[src/design/qzcf_pkg.sv]
// ----------------------------------------------------------------------------
// qzcf_pkg
// Shared types, constants and the segment judging function for the
// qualified zero-crossing filter.
// ----------------------------------------------------------------------------
package qzcf_pkg;

	// payload widths
	localparam int SAMPLE_W = 19;
	localparam int POS_W    = 12;
	localparam int COUNT_W  = 13;
	localparam int DZ_W     = 10;
	localparam int MDEV_W   = 30;

	// configuration port
	localparam int CFG_IDX_W  = 1;
	localparam int CFG_DATA_W = 30;
	localparam logic [CFG_IDX_W-1:0] REG_DEAD_ZONE = 1'd0;
	localparam logic [CFG_IDX_W-1:0] REG_MIN_DEV   = 1'd1;
	localparam logic [DZ_W-1:0]      DEAD_ZONE_RST = 10'd1;
	localparam logic [MDEV_W-1:0]    MIN_DEV_RST   = 30'd3072;

	// window length default
	localparam int MAX_WINDOW_DEF = 4096;

	// result queue: one item pushes at most three beats
	localparam int PUSH_MAX    = 3;
	localparam int PUSH_IDX_W  = 2;
	localparam int QUEUE_DEPTH = 4;
	localparam int QCNT_W      = 3;

	// held sign codes
	localparam logic [1:0] SIGN_NONE = 2'd0;
	localparam logic [1:0] SIGN_POS  = 2'd1;
	localparam logic [1:0] SIGN_NEG  = 2'd2;

	typedef enum logic [2:0] {
		PH_SEEK  = 3'b001,
		PH_JUDGE = 3'b010,
		PH_SKIP  = 3'b100
	} phase_t;

	typedef struct packed {
		logic signed [SAMPLE_W-1:0] sample;
		logic                       last;
	} in_t;

	typedef struct packed {
		logic               is_summary;
		logic [POS_W-1:0]   crossing_pos;
		logic [COUNT_W-1:0] kept_count;
		logic               end_of_run;
	} out_t;

	typedef struct packed {
		logic [DZ_W-1:0]   dead_zone;
		logic [MDEV_W-1:0] min_deviation;
	} cfg_t;

	// beats pushed by one item, packed from entry 0
	typedef struct packed {
		logic [PUSH_IDX_W-1:0]   n;
		out_t [PUSH_MAX-1:0]     ent;
	} push_t;

	typedef struct packed {
		logic [QCNT_W-1:0] count;
		logic              room;
	} qstat_t;

	typedef struct packed {
		phase_t nxt;
		logic   keep;
	} judge_t;

	// phase step for a closing segment; unknown codes act as seeking
	function automatic judge_t judge(phase_t ph, logic ok);
		judge_t r;
		r.keep = 1'b0;
		r.nxt  = ph;
		case (ph)
			PH_JUDGE: begin
				if (ok) r.keep = 1'b1;
				else    r.nxt  = PH_SKIP;
			end
			PH_SKIP: begin
				r.nxt = PH_JUDGE;
			end
			default: begin
				r.nxt = ok ? PH_JUDGE : PH_SEEK;
			end
		endcase
		return r;
	endfunction

endpackage

[src/design/qualified_zero_crossing_filter_unit.sv]
// ----------------------------------------------------------------------------
// qualified_zero_crossing_filter_unit: registered input stage, then a registered result queue
// one sample per cycle while in_stall is low; a stall holds it until the queue has room
// async active-low reset clears window state, queue and config (dead zone 1, min dev 3072)
// ----------------------------------------------------------------------------
module qualified_zero_crossing_filter_unit #(
	parameter int MAX_WINDOW = qzcf_pkg::MAX_WINDOW_DEF
) (
	input  logic                              clk,
	input  logic                              arst_n,
	input  logic                              in_valid,
	output logic                              in_stall,
	input  qzcf_pkg::in_t                     in_data,
	output logic                              out_valid,
	input  logic                              out_stall,
	output qzcf_pkg::out_t                    out_data,
	input  logic                              cfg_we,
	input  logic [qzcf_pkg::CFG_IDX_W-1:0]    cfg_index,
	input  logic [qzcf_pkg::CFG_DATA_W-1:0]   cfg_data
);

	qzcf_pkg::cfg_t   cfg_q;
	qzcf_pkg::in_t    item_s1;
	logic             valid_s1;
	logic             go;
	qzcf_pkg::push_t  push;
	qzcf_pkg::qstat_t qstat;

	// item moves on when the queue can take all its beats
	assign go       = valid_s1 && qstat.room;
	assign in_stall = valid_s1 && !qstat.room;

	// configuration registers
	always_ff @(posedge clk or negedge arst_n) begin
		if (!arst_n) begin
			cfg_q.dead_zone     <= qzcf_pkg::DEAD_ZONE_RST;
			cfg_q.min_deviation <= qzcf_pkg::MIN_DEV_RST;
		end else if (cfg_we) begin
			case (cfg_index)
				qzcf_pkg::REG_DEAD_ZONE: cfg_q.dead_zone <= cfg_data[qzcf_pkg::DZ_W-1:0];
				qzcf_pkg::REG_MIN_DEV:   cfg_q.min_deviation <= cfg_data[qzcf_pkg::MDEV_W-1:0];
				default: ;
			endcase
		end
	end

	// input register
	always_ff @(posedge clk or negedge arst_n) begin
		if (!arst_n) begin
			valid_s1 <= 1'b0;
		end else if (!in_stall) begin
			valid_s1 <= in_valid;
		end
	end

	always_ff @(posedge clk) begin
		if (!in_stall) item_s1 <= in_data;
	end

	qzcf_core #(
		.MAX_WINDOW(MAX_WINDOW)
	) u_core (
		.clk     (clk),
		.arst_n  (arst_n),
		.go      (go),
		.item_s1 (item_s1),
		.cfg     (cfg_q),
		.push    (push)
	);

	qzcf_outq u_outq (
		.clk       (clk),
		.arst_n    (arst_n),
		.push      (push),
		.out_valid (out_valid),
		.out_stall (out_stall),
		.out_data  (out_data),
		.stat      (qstat)
	);

`ifndef SYNTH
	// queue never overfills
	a_queue_bound: assert property (@(posedge clk) disable iff (!arst_n)
		qstat.count <= qzcf_pkg::QCNT_W'(qzcf_pkg::QUEUE_DEPTH))
		else $error("result queue overfilled");

	// a held sample stays in the input register unchanged
	a_hold_s1: assert property (@(posedge clk) disable iff (!arst_n)
		valid_s1 && !go |=> valid_s1 && $stable(item_s1))
		else $error("held sample lost or changed");

	// no beats pushed without a sample moving
	a_push_go: assert property (@(posedge clk) disable iff (!arst_n)
		push.n != '0 |-> go)
		else $error("beats pushed without a sample");
`endif

endmodule

[src/design/qzcf_core.sv]
// ----------------------------------------------------------------------------
// qzcf_core
// Window state and single-pass segment logic: sign with dead zone, crossing
// detect, segment sum, judging, and the beats each item produces.
// ----------------------------------------------------------------------------
module qzcf_core #(
	parameter int MAX_WINDOW = qzcf_pkg::MAX_WINDOW_DEF
) (
	input  logic            clk,
	input  logic            arst_n,
	input  logic            go,
	input  qzcf_pkg::in_t   item_s1,
	input  qzcf_pkg::cfg_t  cfg,
	output qzcf_pkg::push_t push
);

	localparam int START_W = $clog2(MAX_WINDOW);
	localparam int IDX_W   = START_W + 1;
	localparam int SUM_W   = START_W + qzcf_pkg::SAMPLE_W + 1;
	localparam int CMP_W   = (SUM_W > qzcf_pkg::MDEV_W) ? SUM_W : qzcf_pkg::MDEV_W;
	localparam int EXT_W   = (START_W > qzcf_pkg::POS_W) ? START_W : qzcf_pkg::POS_W;

	logic [1:0]               held_sign_q;
	logic signed [SUM_W-1:0]  segment_sum_q;
	logic [IDX_W-1:0]         sample_index_q;
	qzcf_pkg::phase_t         phase_q;
	logic [START_W-1:0]       segment_start_q;
	logic [qzcf_pkg::COUNT_W-1:0] kept_total_q;
	logic                     seen_q;

	logic                     idx_ok;
	logic signed [qzcf_pkg::SAMPLE_W:0] val_w;
	logic signed [qzcf_pkg::SAMPLE_W:0] dz_w;
	logic                     sg_pos, sg_neg;
	logic [1:0]               sg;
	logic                     crossing;
	logic signed [SUM_W-1:0]  val_ext;
	logic [SUM_W-1:0]         mag_old, mag_new;
	logic                     ok_old, ok_new;
	qzcf_pkg::judge_t         j1, j2;
	qzcf_pkg::phase_t         phase_a, phase_b;
	logic                     emit1, emit2;
	logic [qzcf_pkg::COUNT_W-1:0] kept_a, kept_b;
	logic [START_W-1:0]       start_a;
	logic signed [SUM_W-1:0]  sum_a;
	logic                     seen_a;
	logic [1:0]               held_a;
	logic [EXT_W-1:0]         pos_old_ext, pos_a_ext;
	qzcf_pkg::out_t           r1, r2, r3;

	// sign with dead zone
	always_comb begin
		idx_ok  = sample_index_q < IDX_W'(MAX_WINDOW);
		val_w   = (qzcf_pkg::SAMPLE_W+1)'(item_s1.sample);
		dz_w    = signed'({{(qzcf_pkg::SAMPLE_W+1-qzcf_pkg::DZ_W){1'b0}}, cfg.dead_zone});
		sg_pos  = val_w > dz_w;
		sg_neg  = val_w < -dz_w;
		sg      = sg_pos ? qzcf_pkg::SIGN_POS :
			  sg_neg ? qzcf_pkg::SIGN_NEG : qzcf_pkg::SIGN_NONE;
		crossing = idx_ok && (sg != qzcf_pkg::SIGN_NONE) &&
			   (held_sign_q != qzcf_pkg::SIGN_NONE) && (sg != held_sign_q);
		val_ext = SUM_W'(item_s1.sample);
	end

	// judge the segment closed by a crossing, using the old sum
	always_comb begin
		mag_old = segment_sum_q[SUM_W-1] ? SUM_W'(-segment_sum_q) : SUM_W'(segment_sum_q);
		ok_old  = CMP_W'(mag_old) >= CMP_W'(cfg.min_deviation);
		j1      = qzcf_pkg::judge(phase_q, ok_old);
		phase_a = crossing ? j1.nxt : phase_q;
		emit1   = crossing && j1.keep;
		kept_a  = kept_total_q + qzcf_pkg::COUNT_W'(emit1);
		start_a = crossing ? sample_index_q[START_W-1:0] : segment_start_q;
		seen_a  = seen_q || crossing;
		held_a  = (idx_ok && sg != qzcf_pkg::SIGN_NONE) ? sg : held_sign_q;
		if (idx_ok) sum_a = (crossing ? '0 : segment_sum_q) + val_ext;
		else        sum_a = segment_sum_q;
	end

	// final segment judge on the last sample
	always_comb begin
		mag_new = sum_a[SUM_W-1] ? SUM_W'(-sum_a) : SUM_W'(sum_a);
		ok_new  = CMP_W'(mag_new) >= CMP_W'(cfg.min_deviation);
		j2      = qzcf_pkg::judge(phase_a, ok_new);
		emit2   = item_s1.last && seen_a && j2.keep;
		phase_b = (item_s1.last && seen_a) ? j2.nxt : phase_a;
		kept_b  = kept_a + qzcf_pkg::COUNT_W'(emit2);
	end

	// build the beats in order and pack them from entry 0
	always_comb begin
		pos_old_ext = EXT_W'(segment_start_q);
		pos_a_ext   = EXT_W'(start_a);
		r1.is_summary   = 1'b0;
		r1.crossing_pos = pos_old_ext[qzcf_pkg::POS_W-1:0];
		r1.kept_count   = kept_a;
		r1.end_of_run   = !item_s1.last;
		r2.is_summary   = 1'b0;
		r2.crossing_pos = pos_a_ext[qzcf_pkg::POS_W-1:0];
		r2.kept_count   = kept_b;
		r2.end_of_run   = 1'b0;
		r3.is_summary   = 1'b1;
		r3.crossing_pos = '0;
		r3.kept_count   = kept_b;
		r3.end_of_run   = 1'b1;
		push.n   = '0;
		push.ent = '0;
		if (go && emit1) begin
			push.ent[push.n] = r1;
			push.n = push.n + 2'd1;
		end
		if (go && emit2) begin
			push.ent[push.n] = r2;
			push.n = push.n + 2'd1;
		end
		if (go && item_s1.last) begin
			push.ent[push.n] = r3;
			push.n = push.n + 2'd1;
		end
	end

	// window state
	always_ff @(posedge clk or negedge arst_n) begin
		if (!arst_n) begin
			held_sign_q     <= qzcf_pkg::SIGN_NONE;
			segment_sum_q   <= '0;
			sample_index_q  <= '0;
			phase_q         <= qzcf_pkg::PH_SEEK;
			segment_start_q <= '0;
			kept_total_q    <= '0;
			seen_q          <= 1'b0;
		end else if (go) begin
			if (item_s1.last) begin
				held_sign_q     <= qzcf_pkg::SIGN_NONE;
				segment_sum_q   <= '0;
				sample_index_q  <= '0;
				phase_q         <= qzcf_pkg::PH_SEEK;
				segment_start_q <= '0;
				kept_total_q    <= '0;
				seen_q          <= 1'b0;
			end else begin
				held_sign_q     <= held_a;
				segment_sum_q   <= sum_a;
				sample_index_q  <= sample_index_q + IDX_W'(idx_ok);
				phase_q         <= phase_b;
				segment_start_q <= start_a;
				kept_total_q    <= kept_b;
				seen_q          <= seen_a;
			end
		end
	end

endmodule

[src/design/qzcf_outq.sv]
// ----------------------------------------------------------------------------
// qzcf_outq
// Small result queue: takes up to three beats per cycle, gives one beat per
// cycle on the output channel while out_stall is low.
// ----------------------------------------------------------------------------
module qzcf_outq (
	input  logic             clk,
	input  logic             arst_n,
	input  qzcf_pkg::push_t  push,
	output logic             out_valid,
	input  logic             out_stall,
	output qzcf_pkg::out_t   out_data,
	output qzcf_pkg::qstat_t stat
);

	qzcf_pkg::out_t              ent_q [qzcf_pkg::QUEUE_DEPTH];
	qzcf_pkg::out_t              ent_nxt [qzcf_pkg::QUEUE_DEPTH];
	logic [qzcf_pkg::QCNT_W-1:0] count_q;
	logic [qzcf_pkg::QCNT_W-1:0] base;
	logic [qzcf_pkg::QCNT_W-1:0] k;
	logic                        pop;

	assign out_valid  = count_q != '0;
	assign out_data   = ent_q[0];
	assign pop        = out_valid && !out_stall;
	assign base       = count_q - qzcf_pkg::QCNT_W'(pop);
	assign stat.count = count_q;
	assign stat.room  = base <= qzcf_pkg::QCNT_W'(qzcf_pkg::QUEUE_DEPTH - qzcf_pkg::PUSH_MAX);

	// shift out on pop, then append the new beats
	always_comb begin
		k = '0;
		for (int i = 0; i < qzcf_pkg::QUEUE_DEPTH; i++) begin
			if (pop && i < qzcf_pkg::QUEUE_DEPTH - 1) ent_nxt[i] = ent_q[i+1];
			else                                      ent_nxt[i] = ent_q[i];
			k = qzcf_pkg::QCNT_W'(i) - base;
			if (qzcf_pkg::QCNT_W'(i) >= base && k < qzcf_pkg::QCNT_W'(push.n))
				ent_nxt[i] = push.ent[k[qzcf_pkg::PUSH_IDX_W-1:0]];
		end
	end

	// beat storage
	always_ff @(posedge clk) begin
		for (int i = 0; i < qzcf_pkg::QUEUE_DEPTH; i++) ent_q[i] <= ent_nxt[i];
	end

	// fill level
	always_ff @(posedge clk or negedge arst_n) begin
		if (!arst_n) begin
			count_q <= '0;
		end else begin
			count_q <= base + qzcf_pkg::QCNT_W'(push.n);
		end
	end

endmodule
[config.mk]
export PLATFORM = sky130hd
export DESIGN_NAME = qualified_zero_crossing_filter_unit
export DESIGN_NICKNAME = d
export VERILOG_FILES = /design/src/design/qzcf_pkg.sv /design/src/design/qualified_zero_crossing_filter_unit.sv /design/src/design/qzcf_core.sv /design/src/design/qzcf_outq.sv
export SDC_FILE = /design/constraint.sdc
export NUM_CORES = 1
export LEC_CHECK = 0
export ABC_AREA = 1
export CAP_MARGIN = 20
export CORE_ASPECT_RATIO = 0.8
export CORE_UTILIZATION = 35
export CTS_CLUSTER_SIZE = 20
export DETAILED_ROUTE_END_ITERATION = 10
export DONT_BUFFER_PORTS = 1
export PLACE_DENSITY_LB_ADDON = 0.25
export SYNTH_ARGS = -nofsm -noshare
export SYNTH_HDL_FRONTEND = slang
export SYNTH_HIERARCHICAL = 1
export SYNTH_SLANG_ARGS = --single-unit
[constraint.sdc]
create_clock -name clk -period 9.13 [get_ports clk]
set_input_delay 1.826 -clock clk [delete_from_list [all_inputs] [get_ports clk]]
set_output_delay 1.826 -clock clk [all_outputs]
set_load 0.01 [all_outputs]
==> impl_metrics.csv, run 1 <==
group,metric,value,unit
routing,via_per_inst,5.041,
cts,insertion_delay,600,ps
routing,drc,0,
job,drv_cap,0,
worst_setup_path,crit_required,9490,ps
routing,drt-initial-drc-count,1971,
worst_setup_path,crit_type,"reg2reg",
synth,ys_seq_area_share,32.82,%
cts,cts_sinks,248,
synth,syn_area,20870,um2
cts,cts_tree,"yes",
worst_setup_path,cp_data_arrival_time,9430,ps
worst_setup_path,crit_path_frequent_cell,"nand2_1",
die,rows,79,
die,die_width,275.0,um
place,hpwl,48.00,mm
routing,wl,67.61,mm
cells_and_area,multi_input_area,12920,um2
worst_setup_path,r2r_cells,70,
cells_and_area,syn2layout_area_growth,24.81,%
timing,min_period,9073,ps
global_route,antenna_found_initial,0,
die,ioPinCount,85,
synth,yosys_warnings,6,
worst_setup_path,cp-end-kind,"flop",
synth,synth_edf_count,128,
cells_and_area,layout-drive-gt1-share,20.69,%
cts,root_buffer,"clkbuf_16",
worst_hold_path,min_path_cells,2,
worst_setup_path,cp_max_fo,11,
cells_and_area,nFillCells,5993,
worst_setup_path,cp_slowest_cell,"fa_2",
routing,routed-via-count,20560,
place,place_inst,3981,
cells_and_area,n_antenna_cell,0,
worst_hold_path,hp-class,"reg2reg",
cells_and_area,fin_cells,4079,
cts,clkTransAtPathRegs,60,ps
global_route,grt_max_degree,121,
place,port_buffers,0,
synth,postSynthRegisterBits,248,
timing,finalCritPeriodShare,99.38,%
timing,whs,463.5,ps
worst_setup_path,regToRegSetupSlack,60,ps
die,coreArea,58520,um2
routing,wl_per_cell,16.58,um
synth,synth.distinct_cells,55,
routing,first_pass_iters,5,
global_route,gr-total-overflow,0,
cells_and_area,layout.nets,3488,
timing,hold_viol,0,
die,dieArea,60630,um2
cts,hold_buffers,0,
die,start_util,35.67,%
timing,slew_violations,0,
cts,clk_path_buf_depth,3,
synth,postSynthCellCount,3052,
worst_hold_path,hold_end,"cfg_q[10]",
global_route,grt_pass1_wl,103.3,mm
timing,rsz0062_at_grt,"yes",
synth,ys.flop_type,"edfxtp_1",
timing,fin_skew,27.79,ps
worst_setup_path,cpPeakStageDelay,440,ps
timing,slew_headroom,31.06,%
global_route,grt_usage,21.49,%
worst_setup_path,reg2reg_from,"cfg_q[31]",
timing,max_freq,0.1102,GHz
place,place.gp.congestion,0.9153,
worst_setup_path,reg2reg_to,"u_outq/ent_q[0][5]",
worst_hold_path,hold_start,"cfg_q[10]",
worst_setup_path,crit_path_start_kind,"flop",
status,outcome,"completed",
timing,setup_viol,0,
timing,worst_slew_pin_slew,1033,ps
synth,synth-async-reset-ratio,48.39,%
cells_and_area,regArea,6852,um2
die,die_h,220.4,um
synth,syn_avg_cell_area,6.839,um2
routing,postRouteAntennaNets,0,
cts,numCtsBuffers,29,
global_route,first_global_vias,18470,
cts,cts-htree-levels,1,
-- placed cells by master, fill, tap and decap left out, drive strengths merged, types with 2 or more instances in the layout --
cell and instances:
buf 326, o22ai 54, o32ai 2, dfrtp 116, a211oi 8, nand2 977, o21bai 4, nor2 263
nand4 55, xnor2 4, fa 2, bufinv 2, a21boi 27, clkinvlp 3, nand3 320, a31oi 4
o21ai 153, nor3 28, ha 143, a21o 4, xor2 82, nand3b 6, edfxtp 128, o31ai 10
o21a 2, a21oi 83, and2 8, conb 12, clkinv 17, clkbuf 43, nor4 5, inv 411
dfstp 4
-- registers in the layout, indices dropped and copies added (netlist names), 2 cells and up --
signal and count:
u_outq/ent_q 108, cfg_q 40, u_core/segment_sum_q 32, item_s1 20, u_core/kept_total_q 13, u_core/sample_index_q 13
u_core/pos_old_ext 12, u_core/phase_q 3, u_outq/count_q 3, u_core/held_sign_q 2
-- critical path, delay by kind of cell (launching register included) --
kind | cells | cell delay (ps)
compound gates | 6 | 700
xor+xnor | 2 | 380
fa+ha+maj | 6 | 1590
buf+inv | 12 | 1510
flops | 1 | 410
simple gates | 44 | 4230
-- cell families after synthesis --
| logic type | count (synthesis) | share of synthesized area [%] |
|---|---|---|
| other | 1 | 0.01797 |
| xor gates and xnor gates | 86 | 3.608 |
| DFF | 248 | 32.82 |
| and+or+nand+nor | 1665 | 34.17 |
| adders and majority gates | 145 | 8.763 |
| AOI/OAI and AO/OA | 352 | 9.651 |
| buffers and inverters | 555 | 10.96 |
-- stage by stage --
step / utilization, % / setup slack [ps] / setup TNS [ps] / instance area [um2]
5_1_grt: 44.52 / -645.7 / -93060 / 26050
2_1_floorplan: - / 79.28 / 0 / 20920
3_5_place_dp: 40.15 / -219.6 / -5372 / 23500
3_3_place_gp: 40.15 / -239.6 / -3103 / 23500
6_report: 44.52 / 56.94 / 0 / 26050
4_1_cts: 41.82 / 1.926 / 0 / 24470
-- cell usage after synthesis (all sizes together) (5+ instances only) --
cell	count	share of area, %
nand4	55	1.6
nand3b	6	0.22
o21ai	153	3.7
xor2	82	3.4
inv	413	7.4
a211oi	8	0.29
o31ai	10	0.36
o22ai	54	1.6
nor4	5	0.15
a21boi	27	0.97
a21oi	83	2.0
nor3	28	0.77
nor2	263	5.4
edfxtp	128	18
dfrtp	116	14
nand2	977	18
clkbuf	53	0.96
buf	86	2.5
and2	8	0.24
ha	143	8.6
nand3	320	7.8
-- per-layer routing --
| metal | GRT usage, % | routed length [um] | vias to the layer above | share of wire, % |
|---|---|---|---|---|
| met5 | 0 | 0 | - | 0 |
| met4 | 4.107 | 1177 | 0 | 1.7 |
| met3 | 2.257 | 4622 | 59 | 6.8 |
| met2 | 29.78 | 26730 | 657 | 40 |
| met1 | 35.01 | 35090 | 9487 | 52 |
| li1 | - | - | 10360 | - |
-- cell type report --
cell class / count / share of cell area (%)
clock inverter: 17 / 0.5715
tap: 769 / 3.693
clock buffer: 37 / 2.939
multi-input combinational: 2260 / 49.61
inverter: 416 / 6.104
timing repair buffer: 332 / 10.78
sequential: 248 / 26.30
-- repair_timing --
action	4_1_cts	5_1_grt
setup endpoints to repair	151	226
gates cloned	0	7
setup buffers	1	37
resized for setup	16	331
pin swaps	4	115
-- how the worst max path moves through the flow --
stage                   start                  end  slack, ps  cells past startpoint
floorplan           cfg_q[31]   u_outq/ent_q[2][0]         80                     62
global placement    cfg_q[31]  u_outq/ent_q[0][13]       -240                     70
detailed placement  cfg_q[31]  u_outq/ent_q[0][13]       -220                     69
CTS                 cfg_q[30]  u_outq/ent_q[1][13]          2                     74
global route        cfg_q[31]  u_outq/ent_q[1][13]       -650                     74
finish              cfg_q[31]   u_outq/ent_q[0][5]         60                     70
Power of run 1 is left out: the tool's default activity adds up to more than one toggle a clock period on the data nets, which glitch-free logic cannot reach.
==> run 2, diff against run 1 <==
--- a/config.mk
+++ b/config.mk
@@ -7,7 +7,7 @@
 export LEC_CHECK = 0
 export ABC_AREA = 1
 export CAP_MARGIN = 20
-export CORE_ASPECT_RATIO = 0.8
+export CORE_ASPECT_RATIO = 1.25
 export CORE_UTILIZATION = 35
 export CTS_CLUSTER_SIZE = 20
 export DETAILED_ROUTE_END_ITERATION = 10
==> constraint.sdc (replaced) <==
create_clock -name clk -period 8.5 [get_ports clk]
set_input_delay 1.7 -clock clk [delete_from_list [all_inputs] [get_ports clk]]
set_output_delay 1.7 -clock clk [all_outputs]
set_load 0.01 [all_outputs]
==> run 2 against run 1 <==
  * The run now ends with DRC, setup timing left
  * Setup slack got worse by 400 ps
  * Register-to-register slack got worse by 400 ps
  * First-iteration DRC count fell by 39%
  * Clock skew fell by 7.3 ps
  * Fmax rose by 2.6%
  * Largest cell class unchanged
  * Highest routed layer is now met5
==> impl_metrics.csv, run 2 (synthesized netlist as in run 1, its figures left out) <==
group,metric,value,unit
global_route,use_met2,41.78,%
place,port_buffers,0,
routing,routed-via-count,20650,
global_route,grt_util_met3,1.658,%
global_route,antenna_found_initial,1,
die,die_width,220.4,um
cells_and_area,syn2layout_area_growth,31.60,%
routing,postRouteAntennaNets,0,
routing,wl_per_cell,16.10,um
place,place.gp.congestion,0.8847,
cells_and_area,n_antenna_cell,0,
timing,slew_violations,0,
die,dieArea,60630,um2
cells_and_area,largest_reg_flops,108,
cts,hold_buffers,0,
timing,finalCritPeriodShare,104.0,%
timing,hold_viol,0,
cts,cts_sinks,248,
cts,root_buffer,"clkbuf_16",
cts,cts-htree-levels,1,
cts,clk_path_buf_depth,3,
status,failed_checks,"DRC, setup timing",
worst_setup_path,cp-end-kind,"flop",
worst_setup_path,crit_required,8820,ps
worst_setup_path,cp_data_arrival_time,9160,ps
timing,worst_slew_pin_slew,994.4,ps
timing,fin_skew,20.51,ps
timing,slew_headroom,33.63,%
global_route,met1_usage,25.68,%
worst_setup_path,cpPeakStageDelay,410,ps
global_route,grt_pass1_wl,106.1,mm
die,ioPinCount,85,
cts,clkTransAtPathRegs,70,ps
worst_hold_path,hp-class,"reg2reg",
status,outcome,"finished, violations left",
job,drv_cap,0,
cells_and_area,layout-drive-gt1-share,24.94,%
cells_and_area,final_area,27470,um2
place,hpwl,49.53,mm
die,coreArea,58710,um2
die,rows,99,
global_route,gr-total-overflow,0,
cells_and_area,layout_common_cells,"nand2_1 (894), buf_4 (408), inv_1 (383)",
routing,via_per_inst,4.916,
timing,setup_slack,-340.8,ps
routing,drc,6,
timing,rsz0062_at_grt,"yes",
cts,cts_tree,"yes",
cells_and_area,layout.nets,3623,
global_route,top_usage_layer,"met2",
cells_and_area,largestRegisters,"u_outq/ent_q x108, cfg_q x40, u_core/segment_sum_q x32",
cells_and_area,nFillCells,5969,
place,dpl-instance-area,24210,um2
timing,setup_viol,192,
routing,first_pass_iters,10,
cells_and_area,mostFrequentLayoutCell,"nand2_1",
worst_setup_path,crit_path_start_kind,"flop",
routing,drt-initial-drc-count,1202,
cts,insertion_delay,580,ps
global_route,grt_max_degree,121,
worst_setup_path,regToRegSetupSlack,-340,ps
die,die_h,275.0,um
cells_and_area,multi_input_area,13060,um2
die,start_util,35.55,%
global_route,first_global_vias,20160,
cts,numCtsBuffers,29,
timing,max_freq,0.1131,GHz
worst_setup_path,crit_path_frequent_cell,"nand2_1",
routing,wl,67.63,mm
cells_and_area,regMostFlops,"u_outq/ent_q",
global_route,grt_usage,22.08,%
cells_and_area,regArea,6852,um2
worst_setup_path,cp_slowest_cell,"dfrtp_1",
worst_setup_path,cp_max_fo,10,
timing,min_period,8841,ps
worst_setup_path,crit_type,"reg2reg",
-- run 2: cell count changes in the layout (fill, tap and decap cells not counted), moves of 10 or more --
cell / previous run / this run
buf_6: 11 / 24
nor2_1: 183 / 173
o21ai_2: 21 / 36
o21ai_0: 99 / 72
o21ai_1: 30 / 42
buf_4: 301 / 408
nor2_2: 55 / 68
nand2_2: 58 / 68
nand2_1: 905 / 894
-- run 2: per-layer routing --
layer  wire, um  vias up
met5         13        -
met1      27080     9486
met4       2757        2
met3       1962      115
met2      35810      417
li1           -    10630
-- run 2: what timing repair did --
item                       in CTS  in global routing
resized for setup             183                250
setup buffers                  45                 27
pin swaps                      71                106
cloned                         11                  5
setup endpoints to repair     229                231
-- run 2: area by class of cell --
type                       count  share of cell area (%)
clock buffer                  35                   2.901
clock inverter                18                  0.4646
inverter                     416                   5.757
multi-input combinational   2260                   47.55
sequential                   248                   24.94
tap                          757                   3.448
timing repair buffer         466                   14.91
timing repair inverter         1                 0.02277
-- run 2: final timing paths --
kind / startpoint / to / cells after the start
setup / recovery: cfg_q[31] / u_outq/ent_q[0][5] / 73
hold / removal: cfg_q[10] / cfg_q[10] / 2
setup reg to reg: cfg_q[31] / u_outq/ent_q[0][5] / 73
hold reg to reg: cfg_q[10] / cfg_q[10] / 2
max in group asynchronous: arst_n / u_core/phase_q[0] / 0
min in group asynchronous: arst_n / u_core/kept_total_q[10] / 0
-- run 2: through the flow --
| stage | setup TNS [ps] | util, % | worst slack, ps | cells | hold WS [ps] |
|---|---|---|---|---|---|
| floorplan | 0 | - | 20.61 | 3063 | 440.0 |
| global placement | -161260 | 41.24 | -949.8 | 4063 | 454.4 |
| global route | -166630 | 46.79 | -1073 | 4201 | 473.0 |
| finish | -24180 | 46.79 | -340.8 | 4201 | 460.0 |
| CTS | -54580 | 44.79 | -496.2 | 4172 | 462.3 |
| detailed placement | -189450 | 41.24 | -1109 | 4063 | 452.9 |
-- run 2: critical path: cells and delay by family, from the launching register on --
family | cells | cell delay (ps)
and+or+nand+nor | 41 | 3740
DFF | 1 | 410
AOI/OAI and AO/OA | 6 | 750
buffers and inverters | 19 | 2160
adders and majority gates | 5 | 1250
xor gates and xnor gates | 2 | 290
Power of run 2 is left out for the same reason.
